**src/rtl/cirm_pkg.sv**
```systemverilog
`timescale 1ns / 1ps
`default_nettype none
// Shared types and sizes for the interval run merger.
// Used by cirm_front, cirm_back and the top level.
package cirm_pkg;

    localparam int SeqW = 16;
    localparam int PosW = 32;
    localparam int SigW = 32;
    localparam int CntW = 32;

    localparam int MidDepthDefault = 4;
    localparam int OutDepthDefault = 4;

    // Row after classification in the front end.
    typedef struct packed {
        logic [SeqW-1:0]        seq;
        logic [PosW-1:0]        start_pos;
        logic [PosW-1:0]        end_pos;
        logic signed [SigW-1:0] sig;
        logic                   final_row;
        logic                   qual;
        logic [CntW-1:0]        idx;
    } t_row;

    // One output record.
    typedef struct packed {
        logic [SeqW-1:0]        seq;
        logic [PosW-1:0]        first_start;
        logic [PosW-1:0]        last_end;
        logic signed [SigW-1:0] min_sig;
        logic [CntW-1:0]        rows;
        logic [CntW-1:0]        first_idx;
        logic [CntW-1:0]        last_idx;
        logic                   none_found;
        logic                   last_rec;
    } t_rec;

    localparam int RowW = $bits(t_row);
    localparam int RecW = $bits(t_rec);

endpackage : cirm_pkg
`default_nettype wire

```
**src/rtl/cirm_fifo.sv**
```systemverilog
`timescale 1ns / 1ps
`default_nettype none
// Small register queue, one push and one pop per cycle, head read directly.
// No dependencies.
module cirm_fifo #(
    parameter int WIDTH = 8,
    parameter int DEPTH = 4
) (
    input  wire logic             i_clk,
    input  wire logic             i_rst_n,
    input  wire logic             i_push,
    input  wire logic [WIDTH-1:0] i_data,
    output logic                  o_full,
    input  wire logic             i_pop,
    output logic [WIDTH-1:0]      o_data,
    output logic                  o_empty
);
    localparam int AW = (DEPTH > 1) ? $clog2(DEPTH) : 1;
    localparam int CW = $clog2(DEPTH + 1);
    localparam logic [AW-1:0] LastPtr = AW'(DEPTH - 1);
    localparam logic [CW-1:0] FullCnt = CW'(DEPTH);

    logic [WIDTH-1:0] r_mem [DEPTH];
    logic [AW-1:0]    r_wr;
    logic [AW-1:0]    r_rd;
    logic [CW-1:0]    r_cnt;
    logic             push_ok;
    logic             pop_ok;

    assign o_full  = (r_cnt == FullCnt);
    assign o_empty = (r_cnt == '0);
    assign o_data  = r_mem[r_rd];
    assign push_ok = i_push && !o_full;
    assign pop_ok  = i_pop && !o_empty;

    always_ff @(posedge i_clk) begin
        if (!i_rst_n) begin
            r_wr  <= '0;
            r_rd  <= '0;
            r_cnt <= '0;
        end else begin
            if (push_ok) begin
                r_wr <= (r_wr == LastPtr) ? '0 : r_wr + AW'(1);
            end
            if (pop_ok) begin
                r_rd <= (r_rd == LastPtr) ? '0 : r_rd + AW'(1);
            end
            case ({push_ok, pop_ok})
                2'b10:   r_cnt <= r_cnt + CW'(1);
                2'b01:   r_cnt <= r_cnt - CW'(1);
                default: r_cnt <= r_cnt;
            endcase
        end
    end

    always_ff @(posedge i_clk) begin
        if (push_ok) begin
            r_mem[r_wr] <= i_data;
        end
    end

endmodule : cirm_fifo
`default_nettype wire

```
**src/rtl/cirm_front.sv**
```systemverilog
`timescale 1ns / 1ps
`default_nettype none
// Front end: holds the threshold, numbers rows and classifies each one.
// Depends on cirm_pkg.
module cirm_front import cirm_pkg::*; (
    input  wire logic                   i_clk,
    input  wire logic                   i_rst_n,
    input  wire logic                   i_cfg_we,
    input  wire logic signed [SigW-1:0] i_cfg_min_signal,
    input  wire logic                   i_push,
    input  wire logic [SeqW-1:0]        i_seq_id,
    input  wire logic [PosW-1:0]        i_start_pos,
    input  wire logic [PosW-1:0]        i_end_pos,
    input  wire logic signed [SigW-1:0] i_signal,
    input  wire logic                   i_final_row,
    input  wire logic                   i_q_full,
    output logic                        o_q_push,
    output t_row                        o_q_row
);
    logic signed [SigW-1:0] r_min_signal;
    logic [CntW-1:0]        r_row_cnt;

    assign o_q_push = i_push && !i_q_full;

    always_comb begin
        o_q_row.seq       = i_seq_id;
        o_q_row.start_pos = i_start_pos;
        o_q_row.end_pos   = i_end_pos;
        o_q_row.sig       = i_signal;
        o_q_row.final_row = i_final_row;
        o_q_row.qual      = (i_signal >= r_min_signal);
        o_q_row.idx       = r_row_cnt;
    end

    always_ff @(posedge i_clk) begin
        if (!i_rst_n) begin
            r_min_signal <= '0;
            r_row_cnt    <= '0;
        end else begin
            if (i_cfg_we) begin
                r_min_signal <= i_cfg_min_signal;
            end
            if (o_q_push) begin
                // position restarts after the final row of a stream
                r_row_cnt <= i_final_row ? '0 : r_row_cnt + CntW'(1);
            end
        end
    end

endmodule : cirm_front
`default_nettype wire

```
**src/rtl/cirm_back.sv**
```systemverilog
`timescale 1ns / 1ps
`default_nettype none
// Back end: keeps the open run, merges rows into it and emits closed runs.
// Depends on cirm_pkg.
module cirm_back import cirm_pkg::*; (
    input  wire logic i_clk,
    input  wire logic i_rst_n,
    input  wire logic i_row_valid,
    input  wire t_row i_row,
    output logic      o_row_pop,
    input  wire logic i_rec_full,
    output logic      o_rec_push,
    output t_rec      o_rec
);
    logic                   r_open;
    logic [SeqW-1:0]        r_seq;
    logic [PosW-1:0]        r_start;
    logic [PosW-1:0]        r_end;
    logic signed [SigW-1:0] r_min;
    logic [CntW-1:0]        r_cnt;
    logic [CntW-1:0]        r_first;
    logic [CntW-1:0]        r_last;
    // set when a final row has closed a run and still owes its flush record
    logic                   r_half;

    logic                   n_open;
    logic [SeqW-1:0]        n_seq;
    logic [PosW-1:0]        n_start;
    logic [PosW-1:0]        n_end;
    logic signed [SigW-1:0] n_min;
    logic [CntW-1:0]        n_cnt;
    logic [CntW-1:0]        n_first;
    logic [CntW-1:0]        n_last;

    logic go;
    logic qual;
    logic extend;
    logic close;

    assign go     = i_row_valid && !i_rec_full;
    assign qual   = i_row.qual && !r_half;
    assign extend = qual && r_open && (i_row.seq == r_seq) && (i_row.start_pos == r_end);
    assign close  = qual && r_open && !extend;

    always_comb begin
        n_open  = r_open;
        n_seq   = r_seq;
        n_start = r_start;
        n_end   = r_end;
        n_min   = r_min;
        n_cnt   = r_cnt;
        n_first = r_first;
        n_last  = r_last;
        if (extend) begin
            n_cnt  = (r_cnt == '1) ? r_cnt : r_cnt + CntW'(1);
            n_end  = i_row.end_pos;
            n_last = i_row.idx;
            if (i_row.sig < r_min) begin
                n_min = i_row.sig;
            end
        end else if (qual) begin
            n_open  = 1'b1;
            n_seq   = i_row.seq;
            n_start = i_row.start_pos;
            n_end   = i_row.end_pos;
            n_min   = i_row.sig;
            n_cnt   = CntW'(1);
            n_first = i_row.idx;
            n_last  = i_row.idx;
        end
    end

    always_comb begin
        o_rec_push = go && (close || i_row.final_row);
        // a close with a final row pops only on its second pass
        o_row_pop  = go && !(close && i_row.final_row);
        if (close) begin
            o_rec.seq         = r_seq;
            o_rec.first_start = r_start;
            o_rec.last_end    = r_end;
            o_rec.min_sig     = r_min;
            o_rec.rows        = r_cnt;
            o_rec.first_idx   = r_first;
            o_rec.last_idx    = r_last;
            o_rec.none_found  = 1'b0;
            o_rec.last_rec    = 1'b0;
        end else if (n_open) begin
            o_rec.seq         = n_seq;
            o_rec.first_start = n_start;
            o_rec.last_end    = n_end;
            o_rec.min_sig     = n_min;
            o_rec.rows        = n_cnt;
            o_rec.first_idx   = n_first;
            o_rec.last_idx    = n_last;
            o_rec.none_found  = 1'b0;
            o_rec.last_rec    = 1'b1;
        end else begin
            o_rec            = '0;
            o_rec.none_found = 1'b1;
            o_rec.last_rec   = 1'b1;
        end
    end

    always_ff @(posedge i_clk) begin
        if (!i_rst_n) begin
            r_open  <= 1'b0;
            r_seq   <= '0;
            r_start <= '0;
            r_end   <= '0;
            r_min   <= '0;
            r_cnt   <= '0;
            r_first <= '0;
            r_last  <= '0;
            r_half  <= 1'b0;
        end else if (go) begin
            if (i_row.final_row && !close) begin
                r_open  <= 1'b0;
                r_seq   <= '0;
                r_start <= '0;
                r_end   <= '0;
                r_min   <= '0;
                r_cnt   <= '0;
                r_first <= '0;
                r_last  <= '0;
                r_half  <= 1'b0;
            end else begin
                r_open  <= n_open;
                r_seq   <= n_seq;
                r_start <= n_start;
                r_end   <= n_end;
                r_min   <= n_min;
                r_cnt   <= n_cnt;
                r_first <= n_first;
                r_last  <= n_last;
                r_half  <= close && i_row.final_row;
            end
        end
    end

endmodule : cirm_back
`default_nettype wire

```
**src/rtl/contiguous_interval_run_merger_unit.sv**
```systemverilog
`timescale 1ns / 1ps
`default_nettype none
// Interval run merger. Rows enter through a queue-style push/full port and
// merged runs leave through an empty/pop port. One row is taken per clock
// while the row queue is not full. The back end emits at most one record per
// clock while the result queue has room, so a final row that both closes a run
// and flushes the new one holds the back end for a second pass. A row queue
// between front and back and a result queue at the output let each side
// stall on its own. Write the threshold only while idle.
module contiguous_interval_run_merger_unit import cirm_pkg::*; #(
    parameter int MID_DEPTH = MidDepthDefault,
    parameter int OUT_DEPTH = OutDepthDefault
) (
    input  wire logic                   i_clk,
    input  wire logic                   i_rst_n,
    input  wire logic                   i_cfg_we,
    input  wire logic signed [SigW-1:0] i_cfg_min_signal,
    input  wire logic                   push,
    output logic                        full,
    input  wire logic [SeqW-1:0]        i_seq_id,
    input  wire logic [PosW-1:0]        i_start_pos,
    input  wire logic [PosW-1:0]        i_end_pos,
    input  wire logic signed [SigW-1:0] i_signal,
    input  wire logic                   i_final_row,
    output logic                        empty,
    input  wire logic                   pop,
    output logic [SeqW-1:0]             o_run_seq,
    output logic [PosW-1:0]             o_run_first_start,
    output logic [PosW-1:0]             o_run_last_end,
    output logic signed [SigW-1:0]      o_run_min_signal,
    output logic [CntW-1:0]             o_run_rows,
    output logic [CntW-1:0]             o_first_index,
    output logic [CntW-1:0]             o_last_index,
    output logic                        o_none_found,
    output logic                        o_last_record
);
    logic q_push;
    t_row q_in;
    t_row q_out;
    logic q_full;
    logic q_empty;
    logic q_pop;
    logic rec_push;
    logic rec_full;
    t_rec rec_in;
    t_rec rec_out;

    assign full = q_full;

    cirm_front u_front (
        .i_clk            (i_clk),
        .i_rst_n          (i_rst_n),
        .i_cfg_we         (i_cfg_we),
        .i_cfg_min_signal (i_cfg_min_signal),
        .i_push           (push),
        .i_seq_id         (i_seq_id),
        .i_start_pos      (i_start_pos),
        .i_end_pos        (i_end_pos),
        .i_signal         (i_signal),
        .i_final_row      (i_final_row),
        .i_q_full         (q_full),
        .o_q_push         (q_push),
        .o_q_row          (q_in)
    );

    cirm_fifo #(
        .WIDTH (RowW),
        .DEPTH (MID_DEPTH)
    ) u_row_q (
        .i_clk   (i_clk),
        .i_rst_n (i_rst_n),
        .i_push  (q_push),
        .i_data  (q_in),
        .o_full  (q_full),
        .i_pop   (q_pop),
        .o_data  (q_out),
        .o_empty (q_empty)
    );

    cirm_back u_back (
        .i_clk       (i_clk),
        .i_rst_n     (i_rst_n),
        .i_row_valid (!q_empty),
        .i_row       (q_out),
        .o_row_pop   (q_pop),
        .i_rec_full  (rec_full),
        .o_rec_push  (rec_push),
        .o_rec       (rec_in)
    );

    cirm_fifo #(
        .WIDTH (RecW),
        .DEPTH (OUT_DEPTH)
    ) u_rec_q (
        .i_clk   (i_clk),
        .i_rst_n (i_rst_n),
        .i_push  (rec_push),
        .i_data  (rec_in),
        .o_full  (rec_full),
        .i_pop   (pop),
        .o_data  (rec_out),
        .o_empty (empty)
    );

    assign o_run_seq         = rec_out.seq;
    assign o_run_first_start = rec_out.first_start;
    assign o_run_last_end    = rec_out.last_end;
    assign o_run_min_signal  = rec_out.min_sig;
    assign o_run_rows        = rec_out.rows;
    assign o_first_index     = rec_out.first_idx;
    assign o_last_index      = rec_out.last_idx;
    assign o_none_found      = rec_out.none_found;
    assign o_last_record     = rec_out.last_rec;

endmodule : contiguous_interval_run_merger_unit
`default_nettype wire
```
**config.mk**
```make
export PLATFORM = sky130hd
export DESIGN_NAME = contiguous_interval_run_merger_unit
export DESIGN_NICKNAME = d
export VERILOG_FILES = /design/src/rtl/cirm_pkg.sv /design/src/rtl/cirm_fifo.sv /design/src/rtl/cirm_front.sv /design/src/rtl/cirm_back.sv /design/src/rtl/contiguous_interval_run_merger_unit.sv
export SDC_FILE = /design/constraint.sdc
export NUM_CORES = 2
export LEC_CHECK = 0
export BUFFER_PORTS_ARGS = -buffer_cell sky130_fd_sc_hd__buf_2
export CORE_ASPECT_RATIO = 0.75
export CORE_MARGIN = 2
export CORE_UTILIZATION = 55
export DETAILED_ROUTE_END_ITERATION = 6
export MAX_ROUTING_LAYER = met4
export PLACE_DENSITY = 0.85
export SYNTH_ARGS = -nofsm -noshare
export SYNTH_HDL_FRONTEND = slang
export SYNTH_SLANG_ARGS = --single-unit
```
**constraint.sdc**
```tcl
create_clock -name i_clk -period 7.9 [get_ports i_clk]
set_clock_uncertainty 0.2 [all_clocks]
set_input_delay 1.58 -clock i_clk [delete_from_list [all_inputs] [get_ports i_clk]]
set_output_delay 1.58 -clock i_clk [all_outputs]
set_load 0.02 [all_outputs]
```
==> results.ini <==
[logic_synthesis]
synth-async-reset-ratio_pct = 0
yosys_warnings = 0
netlist-cell-type-count = 66
ys_seq_area_share_pct = 71.2
synth_area_um2 = 68300
synth_common_cells = edfxtp_1 (1,424), nand2_1 (451), mux4_2 (354)
avgSynthCellArea_um2 = 16.9
ys_ff_latch = 1716
synth_ff_type = edfxtp_1
synth_nets = 4270
synth_top_area_share_pct = 62.6
synth-edff-count = 1424
yosysMostFrequentCell = edfxtp_1
synthCells = 4041
synth_area_leaders = edfxtp_1 (63%), mux4_2 (12%), dfxtp_1 (8.6%)
synth_top_cell_by_area = edfxtp_1

[drt]
via_per_inst = 6.28
drt_iter0_drc = 5038
dr_total_vias = 38838
routed_wl_mm = 163
ant_nets = 0
first_pass_iters = 6
drc = 0
routedWlPerCell_um = 26.3

[timing]
setup_viol = 0
hold_violations = 0
setup_slack_ps = 1960
fmax_mhz = 168
layout_min_cycle_time_ps = 5940
slew_violations = 0
rsz0062_at_grt = false
timing.final.crit_share_pct = 75.2
worstMarginPinSlew_ps = 1280
whs_ps = 247
finalSetupTns_ps = 0
maxSlewHeadroom_pct = 14.0

[status]
status = completed

[power]
p_leak_nw = 25.7
max-vdd-ir-drop_uv = 323
power_density_nw_per_um2 = 384
p_total_mw = 29.7

[finish]
final_cell_area_um2 = 77300
drive_above_1_share_pct = 23.8
final_util_pct = 63.0
layout.nets = 4615
fin_cells = 6185
syn_to_final_growth_pct = 13.2

[floorplan]
io_pins = 362
initial_core_util_pct = 55.7
row_count = 111
die_x_um = 411
core-area_um2 = 123000
die_h_um = 309
die_area_um2 = 127000

[critical_path]
end_kind = flop
arrival_ps = 6450
rrSetupSlack_ps = 1960
cp_max_fo = 55
cp-start-kind = flop
required_ps = 8410
crit_type = flop to flop

[clocking]
cts_buffer_depth = 3
cts.sinks = 1716
cts_resized = 0
clock_latency_ps = 810
clockRootBuffer = clkbuf_16
clkSlewWorstSetupHoldPaths_ps = 70
htreeDepth = 4
cts_made_buffers = 158
cts_tree = built
cts_setup_buffers = 0
cts_hold_buf = 0

[place]
gp_congestion = 0.914
dp_slack_ps = 2110
dp.cells = 5864
dp_hpwl_mm = 101
port-buffer-count = 361
dpl-instance-area_um2 = 71900

[global_route]
grtUsageTotal_pct = 26.5
grt_pass1_wl_mm = 243
grt_pass1_vias = 38172
grt_max_degree = 134
antenna_found_initial = 30
grt.overflow.total = 0

[flow_run]
drv_cap = 0

[worst_hold_path]
holdCritPathClass = flop to flop

flip-flops by register name, indices dropped and copies added, names as in the netlist, 2 cells and up, named ones only:
name	count
u_rec_q.r_mem	840
u_row_q.r_rd	2
u_back.r_cnt	32
u_rec_q.r_rd	2
u_row_q.r_cnt	3
u_front.r_min_signal	32
u_row_q.r_mem	584
u_front.r_row_cnt	32
u_back.r_end	32
u_back.r_first	32
u_rec_q.r_cnt	3
u_back.r_min	32
u_back.r_last	32
u_rec_q.r_wr	2
u_back.r_start	32
u_row_q.r_wr	2
u_back.r_seq	16
cell families after synthesis:
family	share of synthesized area, %
DFF	71.2
AOI/OAI and AO/OA	5.08
xor gates and xnor gates	1.04
adders and majority gates	1.47
muxes	13.8
and+or+nand+nor	5.60
buffers and inverters	1.83
layout make-up:
class | instances | area (um^2)
Sequential cell | 1716 | 48600
Fill cell | 8143 | 45400
Multi-Input combinational cell | 2010 | 18500
Clock buffer | 226 | 4470
Timing Repair Buffer | 411 | 2390
Tap cell | 1638 | 2050
Clock inverter | 70 | 831
Inverter | 89 | 334
Antenna cell | 25 | 62.6
worst max-delay path, cell delays in order, from the launching register on:
cell      delay (ps)
dfxtp_4          890
buf_4            480
mux4_2           560
xnor2_1          350
nand4_1          200
nor4_2           410
nand4_2          420
and2_4           390
inv_2            220
a21oi_1          270
inv_1            150
ha_1             200
inv_1             60
fa_1             380
xor2_1           160
or3_1            290
a21boi_0         180
layout by cell type, fill, tap and decap left out, types with 21 or more instances in the layout:
cell type	netlist	final
edfxtp_1	1424	1424
nand2_1	451	449
buf_2	27	361
mux4_2	354	354
dfxtp_1	292	287
clkbuf_16	0	161
a22o_1	133	133
o21ai_0	119	119
nand3_1	102	102
mux2i_1	92	92
inv_1	88	88
a21oi_1	83	83
ha_1	77	77
nor2_1	76	75
xnor2_1	61	61
o21ai_1	55	55
o31ai_1	46	46
mux2_2	45	45
clkbuf_1	150	45
nand4_1	43	43
nor2b_1	45	43
buf_4	2	33
a31oi_1	26	26
diode_2	0	25
clkinv_1	0	21
layer usage:
layer  vias up  track usage (%)  share of wire, %  wire, um
met5         -                -                 0         0
met2      2345             39.0                47     75800
met1     19658             36.4                39     64100
met3       287             7.24                11     18700
met4         0             7.81               2.6      4210
li1      16548                -                 -         -
final timing paths:
path,to,cells past startpoint,start
max,u_rec_q.r_cnt[2],16,flop
min,u_back.r_start[20],2,u_back.r_start[20]
max reg2reg,u_rec_q.r_cnt[2],16,flop
min reg2reg,u_back.r_start[20],2,u_back.r_start[20]
report_power, final:
group	switching [mW]	internal, mW
logic	6.10	3.21
clock network	3.33	4.38
registers	0.711	11.9
Power figures use the tool's default switching activity.
